### config.mk
export PLATFORM = sky130hd
export DESIGN_NAME = bbd_back_flat
export DESIGN_NICKNAME = d
export VERILOG_FILES = /design/src/hdl/bbd_pkg.sv /design/src/hdl/bbd_out_if.sv /design/src/hdl/bbd_back.sv /design/src/flat_wrapper.sv
export SDC_FILE = /design/constraint.sdc
export NUM_CORES = 1
export LEC_CHECK = 0
export BUFFER_PORTS_ARGS = -buffer_cell sky130_fd_sc_hd__buf_2
export CAP_MARGIN = 10
export CORE_MARGIN = 1.5
export CORE_UTILIZATION = 55
export CTS_BUF_LIST = sky130_fd_sc_hd__clkbuf_4 sky130_fd_sc_hd__clkbuf_8
export CTS_CLUSTER_DIAMETER = 30
export DETAILED_ROUTE_END_ITERATION = 16
export PLACE_DENSITY = 0.87
export SYNTH_ARGS = -nofsm -noshare
export SYNTH_HDL_FRONTEND = slang
export SYNTH_SLANG_ARGS = --single-unit
export TNS_END_PERCENT = 1
### constraint.sdc
create_clock -name clk -period 20.1 [get_ports clk]
set_input_delay 4.02 -clock clk [delete_from_list [all_inputs] [get_ports clk]]
set_output_delay 4.02 -clock clk [all_outputs]
set_load 0.01 [all_outputs]
### src/hdl/bbd_pkg.sv
// ---------------------------------------------------------------------------
// bbd_pkg: shared constants and types of the box binning downscaler
// Sizes of the pixel path, line store and configuration port, and the word
// passed from the accumulate stage to the line store update stage.
// ---------------------------------------------------------------------------
`default_nettype none

package bbd_pkg;

  localparam int MAX_WIDTH  = 4096;
  localparam int MAX_SHIFT  = 4;
  localparam int PIXEL_BITS = 16;

  // configuration field widths
  localparam int SHIFT_W    = 3;
  localparam int WIDTH_W    = 13;
  localparam int HEIGHT_W   = 16;
  localparam int CFG_IDX_W  = 2;
  localparam int CFG_DATA_W = 16;

  // output field width
  localparam int OUT_W      = 16;

  // derived sizes
  localparam int COL_W  = $clog2(MAX_WIDTH);
  localparam int ROW_W  = HEIGHT_W;
  localparam int SH_W   = $clog2(MAX_SHIFT + 1);
  localparam int BRS_W  = PIXEL_BITS + MAX_SHIFT + 1;
  localparam int CSUM_W = PIXEL_BITS + 2 * MAX_SHIFT + 1;

  typedef enum logic [CFG_IDX_W-1:0] {
    REG_SHIFT  = 2'd0,
    REG_WIDTH  = 2'd1,
    REG_HEIGHT = 2'd2,
    REG_SIGNED = 2'd3
  } cfg_reg_t;

  // one closed block row segment on its way to the line store
  typedef struct packed {
    logic signed [BRS_W-1:0] sum;
    logic [COL_W-1:0]        bc;
    logic [SH_W-1:0]         shift;
    logic                    band_first;
    logic                    band_close;
    logic                    row_end;
    logic                    frame_end;
  } bbd_item_t;

endpackage

`default_nettype wire

### src/hdl/bbd_out_if.sv
// ---------------------------------------------------------------------------
// bbd_out_if: output average channel
// valid/ready handshake carrying one block average with row/frame markers.
// ---------------------------------------------------------------------------
`default_nettype none

interface bbd_out_if;
  import bbd_pkg::*;

  logic             valid;
  logic             ready;
  logic [OUT_W-1:0] avg_pixel;
  logic             row_last;
  logic             frame_last;

  modport source (output valid, output avg_pixel, output row_last, output frame_last,
                  input ready);
  modport sink   (input valid, input avg_pixel, input row_last, input frame_last,
                  output ready);
endinterface

`default_nettype wire

### src/hdl/bbd_back.sv
// ---------------------------------------------------------------------------
// bbd_back: line store update and averaging
// Adds the segment to its column sum (with write forwarding), writes the
// sum back and, on the last row of a band, divides and registers the result.
// ---------------------------------------------------------------------------
`default_nettype none

module bbd_back (
  input  logic                       clk,
  input  logic                       rst,
  input  logic                       s1_valid,
  input  bbd_pkg::bbd_item_t         s1_item,
  input  logic [bbd_pkg::CSUM_W-1:0] rd_data,
  output logic                       s1_adv,
  output logic                       wr_en,
  output logic [bbd_pkg::COL_W-1:0]  wr_addr,
  output logic [bbd_pkg::CSUM_W-1:0] wr_data,
  bbd_out_if.source                  avg_out
);
  import bbd_pkg::*;

  logic                     lw_valid;
  logic [COL_W-1:0]         lw_addr;
  logic [CSUM_W-1:0]        lw_data;
  logic                     out_valid;

  logic signed [CSUM_W-1:0] prior;
  logic signed [CSUM_W-1:0] seg;
  logic signed [CSUM_W-1:0] total;
  logic [SH_W:0]            div_sh;
  logic signed [CSUM_W-1:0] bias;
  logic signed [CSUM_W-1:0] biased;
  logic signed [CSUM_W-1:0] avg;
  logic                     emit;

  // the read may have raced the previous write to the same column
  assign prior  = (lw_valid && (lw_addr == s1_item.bc)) ? $signed(lw_data) : $signed(rd_data);
  assign seg    = {{(CSUM_W-BRS_W){s1_item.sum[BRS_W-1]}}, s1_item.sum};
  assign total  = s1_item.band_first ? seg : prior + seg;

  // divide by 4^shift, truncating toward zero
  assign div_sh = {s1_item.shift, 1'b0};
  assign bias   = CSUM_W'((1 << div_sh) - 1);
  assign biased = total + (total[CSUM_W-1] ? bias : '0);
  assign avg    = biased >>> div_sh;

  assign emit    = s1_item.band_close;
  assign s1_adv  = s1_valid && (!emit || !out_valid || avg_out.ready);
  assign wr_en   = s1_adv;
  assign wr_addr = s1_item.bc;
  assign wr_data = total;

  assign avg_out.valid = out_valid;

  always_ff @(posedge clk) begin
    if (rst) begin
      lw_valid  <= 1'b0;
      out_valid <= 1'b0;
    end else begin
      if (s1_adv) begin
        lw_valid <= 1'b1;
      end
      if (s1_adv && emit) begin
        out_valid <= 1'b1;
      end else if (avg_out.ready) begin
        out_valid <= 1'b0;
      end
    end
  end

  always_ff @(posedge clk) begin
    if (s1_adv) begin
      lw_addr <= s1_item.bc;
      lw_data <= total;
    end
    if (s1_adv && emit) begin
      avg_out.avg_pixel  <= avg[OUT_W-1:0];
      avg_out.row_last   <= s1_item.row_end;
      avg_out.frame_last <= s1_item.frame_end;
    end
  end

endmodule

`default_nettype wire

### src/flat_wrapper.sv
// flat-port wrapper written by rule: the top's interface ports become plain ports
module bbd_back_flat import bbd_pkg::*;
  (clk, rst, s1_valid, s1_item, rd_data, s1_adv, wr_en, wr_addr, wr_data, avg_out_valid, avg_out_avg_pixel, avg_out_row_last, avg_out_frame_last, avg_out_ready);
  bbd_out_if avg_out_i ();
  input  logic clk;
  input  logic rst;
  input  logic s1_valid;
  input  bbd_pkg::bbd_item_t s1_item;
  input  logic [bbd_pkg::CSUM_W-1:0] rd_data;
  output logic s1_adv;
  output logic wr_en;
  output logic [bbd_pkg::COL_W-1:0] wr_addr;
  output logic [bbd_pkg::CSUM_W-1:0] wr_data;
  output wire logic [$bits(avg_out_i.valid)-1:0] avg_out_valid;
  output wire logic [$bits(avg_out_i.avg_pixel)-1:0] avg_out_avg_pixel;
  output wire logic [$bits(avg_out_i.row_last)-1:0] avg_out_row_last;
  output wire logic [$bits(avg_out_i.frame_last)-1:0] avg_out_frame_last;
  input wire logic [$bits(avg_out_i.ready)-1:0] avg_out_ready;
  assign avg_out_valid = avg_out_i.valid;
  assign avg_out_avg_pixel = avg_out_i.avg_pixel;
  assign avg_out_row_last = avg_out_i.row_last;
  assign avg_out_frame_last = avg_out_i.frame_last;
  assign avg_out_i.ready = avg_out_ready;
  bbd_back u_core (.clk(clk), .rst(rst), .s1_valid(s1_valid), .s1_item(s1_item), .rd_data(rd_data), .s1_adv(s1_adv), .wr_en(wr_en), .wr_addr(wr_addr), .wr_data(wr_data), .avg_out(avg_out_i));
endmodule
==> results.txt <==
Status = completed
Initial antenna violation count = 1
Hold path endpoint = u_core.lw_valid
Critical path's largest stage delay = 0.43 ns
Wire per inst = 17.7 um
Synth cell types = 68
Hpwl dp = 13100 um
Final Hold Fails = 0
Reg-to-reg startpoint = u_core.lw_addr[9]
Fraction of layout cells with a size suffix above 1 = 0.237
GRT Util Overall = 0.292
RSZ-0062 raised after global routing = no
Worst Hold Class = reg -> reg
Routability cong. = 1.00
Asr flop ratio synth = 0
Area delta synth->final = 13.3%
Post-CTS Hold Fix Bufs = 0
Seq/Total Area, Yosys = 0.276
Post-route DRC = 0
CTS tree = done
CP most frequent cell = o21ai_0
Setup TNS = 0 ns
Placed cell count = 927
WL met1 = 6970 um
Met2 Wirelength = 7730 um
Max layer used = met4
Number of buffers created by CTS = 9
Chip height = 109 um
First-pass GRT wire length = 26600 um
Filler cells = 906
Syn Std Cell Area = 0.00612 mm^2
Hold_sp = u_core.lw_valid
Top delay family on crit path = compound AO/OA/AOI/OAI gates
Postcts setup bufs = 0
Pre-CTS setup slack = 7.50 ns
EDFF count, synth = 55
Largest family of logic cells by synthesized area = compound AO/OA/AOI/OAI gates
Fin. max-slew vios = 0
Rows = 38
Synth warn = 0
Core area = 0.0108 mm^2
Slew headroom = 0.441
Antenna viol nets, final = 0
Final Non-Filler Cells = 944
# port buffers = 126
I/O pins = 127
Hold Slack = 0.488 ns
Vias per inst = 6.17
Worst setup EP type = output port
Clk_lat worst skew = 0.36 ns
Clock root cell = clkbuf_8
Vias in the first global route = 5463
Hold Path Stages = 2
Top cells by area, synth = edfxtp_1 27%, ha_1 9.8%, mux2_2 6.3%
Cts repair resizes = 0
R2R Setup Slk = 11.80 ns
Biggest area consumer among synthesized cells = edfxtp_1
Pleak = 3.03 nW
Worst slew pin tran = 0.830 ns
Setup crit start kind = primary input
Post-synthesis adder-cell area fraction = 0.101
Via count = 5823
Post-Synth XOR/XNOR Area = 0.0799
Critical path required time = 16.08 ns
Simple-Gate Fraction of Synth Area = 0.152
CP arrival = 8.67 ns
# setup viols final = 0
Routed WL = 16700 um
Total of max-cap violations = 0
Iteration-0 DRC Markers = 656
RR Endpoint = u_core.avg_out.avg_pixel[12]
Synth Area in Compound Gates = 0.234
Worst-path fanout max = 26
#FFs+latches synth = 57
Area of the die = 0.0118 mm^2
Peak supply drop = 0.0302 mV
GRT overflow = 0
Fmax = 78.8 MHz
Synth top area share = 0.270
Initial Utilization = 0.565
Final worst setup slack = 7.41 ns
Worst Reg-to-Reg Cells = 29
CTS clk-pin slew, worst paths = 0.06 ns
CP max stage cell = fa_1
Power density over cell area = 72.2 mW/mm^2
DR pass1 iterations = 5
Chip width = 109 um
Total power draw = 0.501 mW
Post-route cell area = 0.00694 mm^2
Max H-tree Level = 3
WS Path Type = in -> out
Mux cell area share after synthesis = 0.111
Nets = 916
CTS Buffer Depth = 2
Clk sink count = 57
Mean post-synth cell area = 8.81 um^2
Metal3 WL = 1450 um
Final core utilization = 0.640
Clock Skews = 0.00848 ns
Post-layout min period = 12.69 ns
Placed Area = 0.00677 mm^2
Cell count after synthesis = 695
Final Cycle Share = 0.631
Worst path cell trace = buf_2, xnor2_1, nand4_1, nor4_4, buf_4, mux2_2, ha_1, fa_1, a211oi_1, o21ai_0, a31oi_1, nand2b_1, o21bai_1, nand2_1, o21ai_0, a21o_1, a21oi_1, xor2_1, o21ai_0, buf_2
Main synth FF type = edfxtp_1
Buf/Inv on CP = 3
Largest net degree at the start of global routing = 48
## layer usage
| layer | up-vias | global-route usage |
|---|---|---|
| li1 | 2797 | - |
| met1 | 2703 | 0.368 |
| met2 | 281 | 0.479 |
| met3 | 42 | 0.0711 |
| met4 | 0 | 0.117 |
| met5 | - | 0 |
## kinds of logic after synthesis
family                   after synthesis
flip-flops                            57
adder cells (fa/ha/maj)               49
AO/OA/AOI/OAI                        218
other                                  1
buffers and inverters                 61
multiplexers                          60
AND/OR/NAND/NOR                      194
XOR/XNOR                              55
## placed cells by master (no fill, tap or decap), drive strengths merged, types with 12 or more instances in the layout
cell    synthesis  final
buf            16    128
a21oi          64     64
nand2          63     63
edfxtp         55     55
nor2           53     53
ha             48     48
o21ai          48     48
mux2           34     34
xnor2          30     30
a21o           25     25
xor2           25     25
mux2i          23     23
inv            21     21
o21bai         14     14
nor3           12     12
## cells in the mapped netlist, drive strengths merged (3+ instances only)
master   number
a2111oi       3
a211o         6
a211oi        9
a21boi        3
a21o         25
a21oi        64
a221oi        3
a22oi         3
a31oi         3
and2          5
buf          16
clkbuf       24
edfxtp       55
ha           48
inv          21
mux2         34
mux2i        23
mux4          3
nand2        63
nand2b       11
nand3        11
nand4         8
nor2         53
nor2b         7
nor3         12
nor4          7
o21a          9
o21ai        48
o21bai       14
o221ai        3
o31a          3
o31ai         4
or2           3
or3           7
xnor2        30
xor2         25
## power breakdown
part	switching, mW	internal, mW	total [mW]
registers	0.00304	0.147	0.150
clock network	0.0494	0.0430	0.0925
logic	0.156	0.103	0.259
## area by class of cell
cell class	count	area (um^2)	area share
multi-input cells	581	4180	0.603
flip-flops and latches	57	1690	0.244
repair buffers	128	646	0.0931
well taps	140	175	0.0253
clock buffers	9	124	0.0179
inverters	21	78.8	0.0114
clock inverters	7	37.5	0.00541
diodes	1	2.50	0.000361
## tightest hold or removal path, cell delays in order (launching register included)
cell and delay (ns):
dfxtp_1 0.34, nor2_1 0.05, nor2_1 0.07
## state kept, by name, summed over array words and instances (netlist names)
signal,cells
u_core.lw_data,25
u_core.avg_out.avg_pixel,16
u_core.lw_addr,12
u_core.avg_out.frame_last,1
u_core.avg_out.row_last,1
u_core.avg_out.valid,1
u_core.lw_valid,1
## worst max path at each step
| stage | start | endpoint | slack (ns) | cells after the start |
|---|---|---|---|---|
| after floorplan | s1_item[16] | wr_data[23] | 8.05 | 18 |
| after global placement | s1_item[15] | wr_data[22] | 7.62 | 20 |
| after detailed placement | s1_item[13] | wr_data[22] | 7.50 | 20 |
| after CTS | s1_item[13] | wr_data[22] | 7.46 | 20 |
| after global routing | s1_item[13] | wr_data[22] | 7.09 | 20 |
| final | s1_item[16] | wr_data[22] | 7.41 | 20 |
(Power assumes the default switching activity.)
