===== config.mk =====
export PLATFORM = sky130hd
export DESIGN_NAME = bbd_front_flat
export DESIGN_NICKNAME = d
export VERILOG_FILES = /design/src/hdl/bbd_pkg.sv /design/src/hdl/bbd_pix_if.sv /design/src/hdl/bbd_cfg_if.sv /design/src/hdl/bbd_front.sv /design/src/flat_wrapper.sv
export SDC_FILE = /design/constraint.sdc
export NUM_CORES = 1
export LEC_CHECK = 0
export CAP_MARGIN = 20
export CORE_MARGIN = 4
export CORE_UTILIZATION = 60
export DETAILED_ROUTE_END_ITERATION = 8
export DONT_BUFFER_PORTS = 1
export GPL_TIMING_DRIVEN = 0
export PLACE_DENSITY_LB_ADDON = 0.1
export SLEW_MARGIN = 0
export SYNTH_ARGS = -nofsm -noshare
export SYNTH_HDL_FRONTEND = slang
export SYNTH_SLANG_ARGS = --single-unit

===== constraint.sdc =====
create_clock -name clk -period 10.5 [get_ports clk]
set_input_delay 2.1 -clock clk [delete_from_list [all_inputs] [get_ports clk]]
set_output_delay 2.1 -clock clk [all_outputs]
set_load 0.02 [all_outputs]

===== src/hdl/bbd_pkg.sv =====
// ---------------------------------------------------------------------------
// bbd_pkg: shared constants and types of the box binning downscaler
// Sizes of the pixel path, line store and configuration port, and the word
// passed from the accumulate stage to the line store update stage.
// ---------------------------------------------------------------------------
`default_nettype none

package bbd_pkg;

  localparam int MAX_WIDTH  = 4096;
  localparam int MAX_SHIFT  = 4;
  localparam int PIXEL_BITS = 16;

  // configuration field widths
  localparam int SHIFT_W    = 3;
  localparam int WIDTH_W    = 13;
  localparam int HEIGHT_W   = 16;
  localparam int CFG_IDX_W  = 2;
  localparam int CFG_DATA_W = 16;

  // output field width
  localparam int OUT_W      = 16;

  // derived sizes
  localparam int COL_W  = $clog2(MAX_WIDTH);
  localparam int ROW_W  = HEIGHT_W;
  localparam int SH_W   = $clog2(MAX_SHIFT + 1);
  localparam int BRS_W  = PIXEL_BITS + MAX_SHIFT + 1;
  localparam int CSUM_W = PIXEL_BITS + 2 * MAX_SHIFT + 1;

  typedef enum logic [CFG_IDX_W-1:0] {
    REG_SHIFT  = 2'd0,
    REG_WIDTH  = 2'd1,
    REG_HEIGHT = 2'd2,
    REG_SIGNED = 2'd3
  } cfg_reg_t;

  // one closed block row segment on its way to the line store
  typedef struct packed {
    logic signed [BRS_W-1:0] sum;
    logic [COL_W-1:0]        bc;
    logic [SH_W-1:0]         shift;
    logic                    band_first;
    logic                    band_close;
    logic                    row_end;
    logic                    frame_end;
  } bbd_item_t;

endpackage

`default_nettype wire


===== src/hdl/bbd_pix_if.sv =====
// ---------------------------------------------------------------------------
// bbd_pix_if: input pixel channel
// valid/ready handshake carrying one raw pixel word.
// ---------------------------------------------------------------------------
`default_nettype none

interface bbd_pix_if;
  import bbd_pkg::*;

  logic                  valid;
  logic                  ready;
  logic [PIXEL_BITS-1:0] pixel;

  modport source (output valid, output pixel, input ready);
  modport sink   (input valid, input pixel, output ready);
endinterface

`default_nettype wire


===== src/hdl/bbd_cfg_if.sv =====
// ---------------------------------------------------------------------------
// bbd_cfg_if: configuration write channel
// valid/ready handshake carrying a register index and write data.
// ---------------------------------------------------------------------------
`default_nettype none

interface bbd_cfg_if;
  import bbd_pkg::*;

  logic                  valid;
  logic                  ready;
  logic [CFG_IDX_W-1:0]  index;
  logic [CFG_DATA_W-1:0] data;

  modport source (output valid, output index, output data, input ready);
  modport sink   (input valid, input index, input data, output ready);
endinterface

`default_nettype wire


===== src/hdl/bbd_front.sv =====
// ---------------------------------------------------------------------------
// bbd_front: configuration, raster counters and horizontal accumulation
// Sums pixels across a block row, issues the line store read when a block
// row closes and hands the segment to the update stage.
// ---------------------------------------------------------------------------
`default_nettype none

module bbd_front (
  input  logic                     clk,
  input  logic                     rst,
  bbd_pix_if.sink                  pix_in,
  bbd_cfg_if.sink                  cfg,
  input  logic                     s1_adv,
  output logic                     s1_valid,
  output bbd_pkg::bbd_item_t       s1_item,
  output logic                     rd_en,
  output logic [bbd_pkg::COL_W-1:0] rd_addr
);
  import bbd_pkg::*;

  logic [SHIFT_W-1:0]      shift_amount;
  logic [WIDTH_W-1:0]      image_width;
  logic [HEIGHT_W-1:0]     image_height;
  logic                    signed_pixels;

  logic [COL_W-1:0]        column_count;
  logic [ROW_W-1:0]        row_count;
  logic signed [BRS_W-1:0] block_row_sum;

  logic [SH_W-1:0]         eff_shift;
  logic [WIDTH_W-1:0]      eff_width;
  logic [HEIGHT_W-1:0]     eff_height;
  logic [MAX_SHIFT-1:0]    edge_mask;
  logic [WIDTH_W-1:0]      col_inc;
  logic [ROW_W:0]          row_inc;
  logic                    row_end;
  logic                    frame_end;
  logic                    col_close;
  logic                    band_first;
  logic                    band_close;
  logic signed [BRS_W-1:0] pix_val;
  logic signed [BRS_W-1:0] sum_base;
  logic signed [BRS_W-1:0] sum_next;
  logic                    accept;

  assign eff_shift  = (shift_amount > SHIFT_W'(MAX_SHIFT)) ? SH_W'(MAX_SHIFT)
                                                           : SH_W'(shift_amount);
  assign eff_width  = (image_width == '0) ? WIDTH_W'(1) :
                      (image_width > WIDTH_W'(MAX_WIDTH)) ? WIDTH_W'(MAX_WIDTH)
                                                          : image_width;
  assign eff_height = (image_height == '0) ? HEIGHT_W'(1) : image_height;
  assign edge_mask  = MAX_SHIFT'((1 << eff_shift) - 1);

  assign col_inc    = WIDTH_W'(column_count) + WIDTH_W'(1);
  assign row_inc    = {1'b0, row_count} + (ROW_W+1)'(1);
  assign row_end    = (col_inc >= eff_width);
  assign frame_end  = row_end && (row_inc >= {1'b0, eff_height});
  assign col_close  = ((column_count[MAX_SHIFT-1:0] & edge_mask) == edge_mask) || row_end;
  assign band_first = (row_count[MAX_SHIFT-1:0] & edge_mask) == '0;
  assign band_close = ((row_count[MAX_SHIFT-1:0] & edge_mask) == edge_mask) ||
                      (row_inc >= {1'b0, eff_height});

  assign pix_val  = signed_pixels ? BRS_W'($signed(pix_in.pixel))
                                  : BRS_W'($signed({1'b0, pix_in.pixel}));
  assign sum_base = ((column_count[MAX_SHIFT-1:0] & edge_mask) == '0) ? '0 : block_row_sum;
  assign sum_next = sum_base + pix_val;

  assign accept       = pix_in.valid && pix_in.ready;
  assign pix_in.ready = !s1_valid || s1_adv;
  assign cfg.ready    = 1'b1;

  assign rd_en   = accept && col_close;
  assign rd_addr = column_count >> eff_shift;

  always_ff @(posedge clk) begin
    if (rst) begin
      shift_amount  <= '0;
      image_width   <= WIDTH_W'(4096);
      image_height  <= HEIGHT_W'(4096);
      signed_pixels <= 1'b0;
      column_count  <= '0;
      row_count     <= '0;
      block_row_sum <= '0;
      s1_valid      <= 1'b0;
    end else if (cfg.valid) begin
      // any register write restarts the frame
      unique case (cfg_reg_t'(cfg.index))
        REG_SHIFT:  shift_amount  <= cfg.data[SHIFT_W-1:0];
        REG_WIDTH:  image_width   <= cfg.data[WIDTH_W-1:0];
        REG_HEIGHT: image_height  <= cfg.data[HEIGHT_W-1:0];
        REG_SIGNED: signed_pixels <= cfg.data[0];
        default:    signed_pixels <= signed_pixels;
      endcase
      column_count  <= '0;
      row_count     <= '0;
      block_row_sum <= '0;
      s1_valid      <= s1_valid && !s1_adv;
    end else begin
      if (accept) begin
        block_row_sum <= col_close ? '0 : sum_next;
        if (row_end) begin
          column_count <= '0;
          row_count    <= frame_end ? '0 : row_inc[ROW_W-1:0];
        end else begin
          column_count <= col_inc[COL_W-1:0];
        end
      end
      if (accept && col_close) begin
        s1_valid <= 1'b1;
      end else if (s1_adv) begin
        s1_valid <= 1'b0;
      end
    end
  end

  always_ff @(posedge clk) begin
    if (accept && col_close) begin
      s1_item.sum        <= sum_next;
      s1_item.bc         <= rd_addr;
      s1_item.shift      <= eff_shift;
      s1_item.band_first <= band_first;
      s1_item.band_close <= band_close;
      s1_item.row_end    <= row_end;
      s1_item.frame_end  <= frame_end;
    end
  end

endmodule

`default_nettype wire


===== src/flat_wrapper.sv =====
// flat-port wrapper written by rule: the top's interface ports become plain ports
module bbd_front_flat import bbd_pkg::*;
  (clk, rst, s1_adv, s1_valid, s1_item, rd_en, rd_addr, pix_in_valid, pix_in_pixel, pix_in_ready, cfg_valid, cfg_index, cfg_data, cfg_ready);
  bbd_pix_if pix_in_i ();
  bbd_cfg_if cfg_i ();
  input  logic clk;
  input  logic rst;
  input  logic s1_adv;
  output logic s1_valid;
  output bbd_pkg::bbd_item_t s1_item;
  output logic rd_en;
  output logic [bbd_pkg::COL_W-1:0] rd_addr;
  input wire logic [$bits(pix_in_i.valid)-1:0] pix_in_valid;
  input wire logic [$bits(pix_in_i.pixel)-1:0] pix_in_pixel;
  output wire logic [$bits(pix_in_i.ready)-1:0] pix_in_ready;
  input wire logic [$bits(cfg_i.valid)-1:0] cfg_valid;
  input wire logic [$bits(cfg_i.index)-1:0] cfg_index;
  input wire logic [$bits(cfg_i.data)-1:0] cfg_data;
  output wire logic [$bits(cfg_i.ready)-1:0] cfg_ready;
  assign pix_in_i.valid = pix_in_valid;
  assign pix_in_i.pixel = pix_in_pixel;
  assign pix_in_ready = pix_in_i.ready;
  assign cfg_i.valid = cfg_valid;
  assign cfg_i.index = cfg_index;
  assign cfg_i.data = cfg_data;
  assign cfg_ready = cfg_i.ready;
  bbd_front u_core (.clk(clk), .rst(rst), .pix_in(pix_in_i), .cfg(cfg_i), .s1_adv(s1_adv), .s1_valid(s1_valid), .s1_item(s1_item), .rd_en(rd_en), .rd_addr(rd_addr));
endmodule

==> summary.md, run 1 <==
| Metric | Value |
|---|---|
| Worst R2R Path Depth | 16 |
| Yosys top cell by area | dfxtp_1 |
| Syn_area_per_cell | 8.61 µm² |
| CTS max path bufs | 2 |
| Commonest cells post-synth | 126 x nand2_1, 83 x dfxtp_1, 78 x a21oi_1, 59 x nor2_1, 51 x ha_1 |
| R2r endpoint | u_core.block_row_sum[20]$_SDFFE_PP0P_ |
| Final hold vios | 0 |
| CP top delay family | simple AND/OR/NAND/NOR gates |
| Area occupied by multi-input gates | 3940 µm² |
| Drt first-iter violations | 490 |
| Post-DRT Antenna Nets | 0 |
| Cells after synthesis | 826 |
| GP Congestion | 0.949 |
| Cell area after synthesis | 7110 µm² |
| P per Cell Area | 148 nW/µm² |
| Rel. slew slack | 28.1% |
| Via density | 6.07 |
| Worst skew pair latency | 0.42 ns |
| Setup TNS | 0 ns |
| Post-CTS Setup Repair Bufs | 0 |
| GR peak layer | met2 |
| # fillers | 923 |
| Share of layout cells above drive strength 1 | 5.82% |
| Initial antenna violation count | 0 |
| Crit-path slowest cell | a211oi_1 |
| Die W | 117 µm |
| Starting Density | 61.7% |
| Vias in the first global route | 5944 |
| Placed inst area | 7320 µm² |
| Final hold slack | 0.465 ns |
| Setup violators final | 0 |
| ANT cells | 0 |
| Tightest Pin Transition | 1.05 ns |
| CP max FO | 28 |
| Arr. time, crit path | 4.73 ns |
| Dpl ws | 4.16 ns |
| I/O pin total | 95 |
| FP Rows | 39 |
| Synth unique cells | 60 |
| Reg2reg start | u_core.shift_amount[2]$_SDFFE_PP0P_ |
| Cell Chain, Critical Path | clkbuf_1 -> and3_1 -> nand3_1 -> nor2_1 -> xor2_1 -> ha_1 -> a21oi_1 -> nor2_1 -> a211oi_1 -> and2_1 -> clkbuf_1 -> inv_1 -> buf_2 -> nor2_1 -> nor2_4 -> buf_12 |
| Crit-path most repeated cell | nor2_1 |
| Clock Tree Root | clkbuf_16 |
| CP peak stage delay | 0.49 ns |
| Peak supply drop | 138 µV |
| Worst hold start | u_core.image_width[0]$_SDFFE_PP0P_ |
| Post-synth top area share | 23.4% |
| TritonCTS Buffers | 17 |
| CP Launch Type | flop |
| Max-Cap Viols | 0 |
| Syn Nets | 917 |
| CTS resizes | 0 |
| CTS tree | yes |
| Clock-pin slew on the worst setup and hold paths | 0.05 ns |
| R2R Setup Slk | 5.59 ns |
| H-tree depth | 4 |
| EDFF count, synth | 40 |
| YS warnings | 0 |
| DRC errors left | 0 |
| Largest net degree at the start of global routing | 29 |
| Global Route met2 Usage | 44.0% |
| Nets | 937 |
| LEAKAGE | 0.00307 µW |
| Buf/Inv on CP | 5 |
| M3 GR Usage | 7.71% |
| Fin crit share | 65.0% |
| TritonRoute pass-1 iters | 5 |
| Max frequency | 146 MHz |
| CTS Hold Buffers Added | 0 |
| Final Critical Period | 6.83 ns |
| Hold path depth | 2 |
| Drt wl/cell | 17.6 µm |
| Ys flop type | dfxtp_1 |
| GRT Residual Overflow | 0 |
| Top-count cell post-synth | nand2_1 |
| FFs w/ async S/R, synth | 0% |
| GRT Util Overall | 26.7% |
| Post-synthesis sequential area ratio | 40.3% |
| WS Path Type | flop to output port |
| Die Height | 117 µm |
| Area delta synth->final | 10.8% |
| Max-slew violations | 0 |
| Final HPWL DP | 13400 µm |
| Vias | 6087 |
| Status | finished clean |
| Nature of the critical path endpoint | output port |
| Met1 global-route usage | 33.8% |
| WHS Endpoint | u_core.image_width[0]$_SDFFE_PP0P_ |
| Hold Crit Class | flop to flop |
| # clock sinks | 123 |
| Final instance area | 7880 µm² |
| Wirelength, routed | 17600 µm |
| PnR worst setup slack | 3.67 ns |
| Full die area | 13700 µm² |
| Seq. cell area | 2860 µm² |
| First-pass GRT wire length | 28800 µm |
| Port-buffer cells | 0 |
| Placeable Area | 11500 µm² |
| Yosys reg bits | 123 |
| RSZ-0062 raised after global routing | false |
| Area contributors post-synth | dfxtp_1 23%, edfxtp_1 17%, ha_1 9.0%, nand2_1 6.7%, a21oi_1 5.5% |
| Worst EP required | 8.40 ns |
| Clk_skew | 0.00729 ns |
[cells by family (layout without fill, tap and decap cells)]
| logic type | count (synthesis) | count (layout) | share of synthesized area [%] |
|---|---|---|---|
| AO/OA/AOI/OAI | 199 | 199 | 17.4 |
| XOR/XNOR | 44 | 44 | 5.42 |
| buffers and inverters | 78 | 111 | 4.45 |
| other | 1 | 1 | 0.0527 |
| multiplexers | 15 | 15 | 2.18 |
| adder cells (fa/ha/maj) | 52 | 52 | 9.26 |
| flip-flops | 123 | 123 | 40.3 |
| AND/OR/NAND/NOR | 314 | 314 | 21.0 |
[state kept, by name, indices dropped and copies added, names as in the netlist]
signal                count
u_core.s1_item           40
u_core.signed_pixels      1
u_core.row_count         16
u_core.image_width       13
u_core.block_row_sum     21
u_core.image_height      16
u_core.column_count      12
u_core.s1_valid           1
u_core.shift_amount       3
[per-layer routing]
metal  share of wire, %  wire (µm)
met1                 44       7700
met5                  0          0
met4                1.6        284
met2                 49       8710
met3                5.4        946
[per-stage QoR]
stage	util, %	power, µW	std cells
after floorplan	-	603	826
after global placement	63.3	623	969
after detailed placement	63.5	627	970
after CTS	68.4	1170	1002
after global routing	68.4	1210	1002
final	68.4	1170	1002
[where the power goes]
part | internal (µW) | total, µW | switching, µW | leakage, µW
registers | 513 | 537 | 23.9 | 0.00106
clock network | 347 | 548 | 201 | 0.000278
logic | 25.2 | 81.3 | 56.2 | 0.00173
[worst max-delay path by stage]
stage | startpoint | end | slack, ns | depth (start not counted)
after global routing | u_core.column_count[1]$_SDFFE_PP0P_ | rd_en | 3.31 | 16
after detailed placement | u_core.column_count[1]$_SDFFE_PP0P_ | rd_en | 4.16 | 16
after floorplan | s1_adv | rd_en | 3.65 | 4
final | u_core.column_count[2]$_SDFFE_PP0P_ | rd_en | 3.67 | 16
after global placement | u_core.column_count[1]$_SDFFE_PP0P_ | rd_en | 2.54 | 15
after CTS | u_core.column_count[1]$_SDFFE_PP0P_ | rd_en | 3.70 | 16
[cells in the final DEF, fill, tap and decap left out, types with 16 or more instances in the layout]
master	n
nand2_1	126
ha_1	51
clkbuf_16	19
nor2_1	58
and2_1	24
nand3_1	30
clkbuf_1	44
a21oi_1	78
xnor2_1	29
inv_1	30
edfxtp_1	40
o21ai_0	40
a22o_1	16
dfxtp_1	83
[cell type report]
| type | count | area share (%) |
|---|---|---|
| Multi-Input combinational cell | 625 | 50.0 |
| Sequential cell | 123 | 36.3 |
| Clock buffer | 27 | 6.79 |
| Buffer | 48 | 2.59 |
| Tap cell | 143 | 2.27 |
| Inverter | 30 | 1.43 |
| Clock inverter | 5 | 0.365 |
| Timing Repair Buffer | 1 | 0.254 |
[worst min-delay path, stage by stage, from the launching register on]
cell     delay, ns
dfxtp_1       0.31
nand2_1       0.05
a21oi_1       0.06
No activity file was read; power rests on OpenSTA's default activity.
==> inputs of run 2 (changes only) <==
--- a/config.mk
+++ b/config.mk
@@ -7,7 +7,7 @@
 export LEC_CHECK = 0
 export CAP_MARGIN = 20
 export CORE_MARGIN = 4
-export CORE_UTILIZATION = 60
+export CORE_UTILIZATION = 58
 export DETAILED_ROUTE_END_ITERATION = 8
 export DONT_BUFFER_PORTS = 1
 export GPL_TIMING_DRIVEN = 0
==> constraint.sdc (replaced) <==
create_clock -name clk -period 5.76 [get_ports clk]
set_input_delay 1.152 -clock clk [delete_from_list [all_inputs] [get_ports clk]]
set_output_delay 1.152 -clock clk [all_outputs]
set_load 0.02 [all_outputs]
==> run 2 against run 1 <==
Net effect: critical path depth shrank 1; largest cell class unchanged; critical path type unchanged; die area grew 3.2%; count of clock-buffer cells in the layout shrank 3; first-iteration DRC count grew 9.2%; clock skew grew 0.0026 ns; largest power group is now sequential cells; setup slack lost 3.4 ns; final area is the same; sequential cell count is the same; sequential share of layout area is the same.
==> summary.md, run 2 (same netlist as run 1, synthesis figures left out) <==
| Metric | Value |
|---|---|
| CP max FO | 33 (+18%) |
| Drt wl/cell | 17.5 µm (-0.60%) |
| Largest reg by FF count | u_core.s1_item |
| Hold path depth | 2 (unchanged) |
| Worst EP required | 4.61 ns (-3.79 ns) |
| Nature of the critical path endpoint | output port |
| Final HPWL DP | 13400 µm (+0.61%) |
| Placeable Area | 12000 µm² (+4.3%) |
| Hold Crit Class | flop to flop |
| RSZ-0062 raised after global routing | false |
| H-tree depth | 4 (unchanged) |
| Post-DRT Antenna Nets | 0 (unchanged) |
| Vias in the first global route | 5787 (-2.6%) |
| Combinational share of power | 7.2% (+0.2 points) |
| Clk_skew | 0.00990 ns (+0.00261 ns) |
| Max-Cap Viols | 0 (unchanged) |
| Total power | 2070 µW (+78%) |
| Largest registers | u_core.s1_item x40, u_core.block_row_sum x21 |
| Starting Density | 59.2% (-2.5 points) |
| Peak supply drop | 221 µV (+60%) |
| Fin crit share | 94.5% |
| DRC errors left | 0 (unchanged) |
| Vias | 6074 (-0.21%) |
| Most frequent cells in the layout | 126 x nand2_1, 83 x dfxtp_1, 78 x a21oi_1, 56 x nor2_1, 51 x ha_1 |
| Largest register FFs | 40 (unchanged) |
| Area delta synth->final | 10.8% (unchanged) |
| Initial antenna violation count | 0 (unchanged) |
| Nets | 938 (+0.11%) |
| CTS tree | yes |
| TritonRoute pass-1 iters | 6 (+1) |
| Tightest Pin Transition | 0.908 ns (-0.144 ns) |
| Status | finished clean |
| Max frequency | 184 MHz |
| Clock share of power | 45.7% (-1.3 points) |
| # placed instances | 974 (+0.41%) |
| I/O pin total | 95 (unchanged) |
| Full die area | 14100 µm² (+3.2%) |
| Clock Tree Root | clkbuf_16 |
| Clock-pin slew on the worst setup and hold paths | 0.05 ns (about the same) |
| Leading cell type in the layout, fill and taps excluded | nand2_1 |
| GRT Residual Overflow | 0 (unchanged) |
| Arr. time, crit path | 4.29 ns (-0.44 ns) |
| ANT cells | 0 (unchanged) |
| Max-slew violations | 0 (unchanged) |
| CP Launch Type | flop |
| Final Critical Period | 5.45 ns |
| Worst R2R Path Depth | 17 (+1) |
| First-pass GRT wire length | 29000 µm (+0.98%) |
| Final hold vios | 0 (unchanged) |
| Finished Layout Cells | 1007 (+0.50%) |
| CTS max path bufs | 2 (unchanged) |
| P per Cell Area | 263 nW/µm² (+78%) |
| Via density | 6.03 (-0.71%) |
| Sw Pwr | 514 µW (+83%) |
| Sw Ratio | 24.8% (+0.71 points) |
| Drt first-iter violations | 535 (+9.2%) |
| TritonCTS Buffers | 17 (unchanged) |
| Setup violators final | 0 (unchanged) |
| CTS Hold Buffers Added | 0 (unchanged) |
| Sequential power share | 47.2% (+1.2 points) |
| Pint | 1560 µW (+76%) |
| Final core utilization | 65.6% (-2.8 points) |
| GP Congestion | 0.912 (-3.9%) |
| Wirelength, routed | 17600 µm (-0.11%) |
| # fillers | 1043 (+13%) |
| Largest net degree at the start of global routing | 34 (+17%) |
| Die W | 119 µm (+1.6%) |
| LEAKAGE | 0.00308 µW (+0.37%) |
| WS Path Type | flop to output port |
| Worst skew pair latency | 0.41 ns (about the same) |
| # clock sinks | 123 (unchanged) |
| Die Height | 119 µm (+1.6%) |
| GRT Util Overall | 25.5% (-1.2 points) |
| Rel. slew slack | 39.0% (+11 points) |
| Share of layout cells above drive strength 1 | 6.40% (+0.57 points) |
| FP Rows | 40 (+2.6%) |
| Port-buffer cells | 0 (unchanged) |
## run 2: worst paths after layout
path	from	end	slack (ns)
hold / removal	u_core.image_height[0]$_SDFFE_PP0P_	u_core.image_height[0]$_SDFFE_PP0P_	0.46
hold reg to reg	u_core.image_height[0]$_SDFFE_PP0P_	u_core.image_height[0]$_SDFFE_PP0P_	0.46
setup reg to reg	u_core.shift_amount[2]$_SDFFE_PP0P_	u_core.block_row_sum[20]$_SDFFE_PP0P_	1.19
setup / recovery	u_core.column_count[1]$_SDFFE_PP0P_	rd_en	0.31
## run 2: what timing repair did
item	CTS	global route
setup endpoints to repair	1	1
setup buffers	0	1
resized for setup	1	3
hold endpoints to repair	0	0
pin swaps	0	1
## run 2: final cells by class
cell class	instances	area [µm²]	share of cell area, %
Inverter	30	113	1.43
Tap cell	147	184	2.33
Buffer	47	200	2.54
Timing Repair Buffer	3	40.0	0.508
Clock buffer	24	482	6.11
Clock inverter	8	45.0	0.572
Multi-Input combinational cell	625	3960	50.2
Sequential cell	123	2860	36.3
## run 2: metrics by stage
stage	cell area, µm²	setup TNS [ns]	setup slack, ns	hold slack [ns]
2_1_floorplan	7110	0	0.697	0.427
3_3_place_gp	7300	-0.313	-0.313	0.437
3_5_place_dp	7320	0	0.395	0.450
4_1_cts	7850	0	0.0106	0.461
5_1_grt	7880	0	0.0431	0.483
6_report	7880	0	0.315	0.463
## run 2: routing by layer
layer,GRT usage [%],vias up,part of all wire (%)
li1,-,2982,-
met5,0,-,0
met2,42.1,209,48
met4,10.6,0,2.5
met1,32.6,2846,43
met3,5.12,37,6.1
## run 2: power by group through the flow
| stage | Clock [µW] | Sequential (µW) | Combinational [µW] |
|---|---|---|---|
| 6_report | 947 | 978 | 149 |
| 3_5_place_dp | 0 | 997 | 145 |
| 3_3_place_gp | 0 | 998 | 137 |
| 4_1_cts | 955 | 979 | 146 |
| 5_1_grt | 997 | 981 | 167 |
| 2_1_floorplan | 0 | 991 | 107 |
## run 2: worst max-delay path, cell delays in order (launching register included)
cell and delay, ns:
dfxtp_1 0.50, ha_1 0.29, and3_1 0.26, nand3_1 0.21, nor2_1 0.19, xor2_1 0.29, ha_1 0.31, a21oi_1 0.15
o21a_1 0.16, a2bb2oi_2 0.26, and2_1 0.37, inv_1 0.09, buf_2 0.21, nor2_1 0.31, nor2_4 0.09, buf_12 0.20
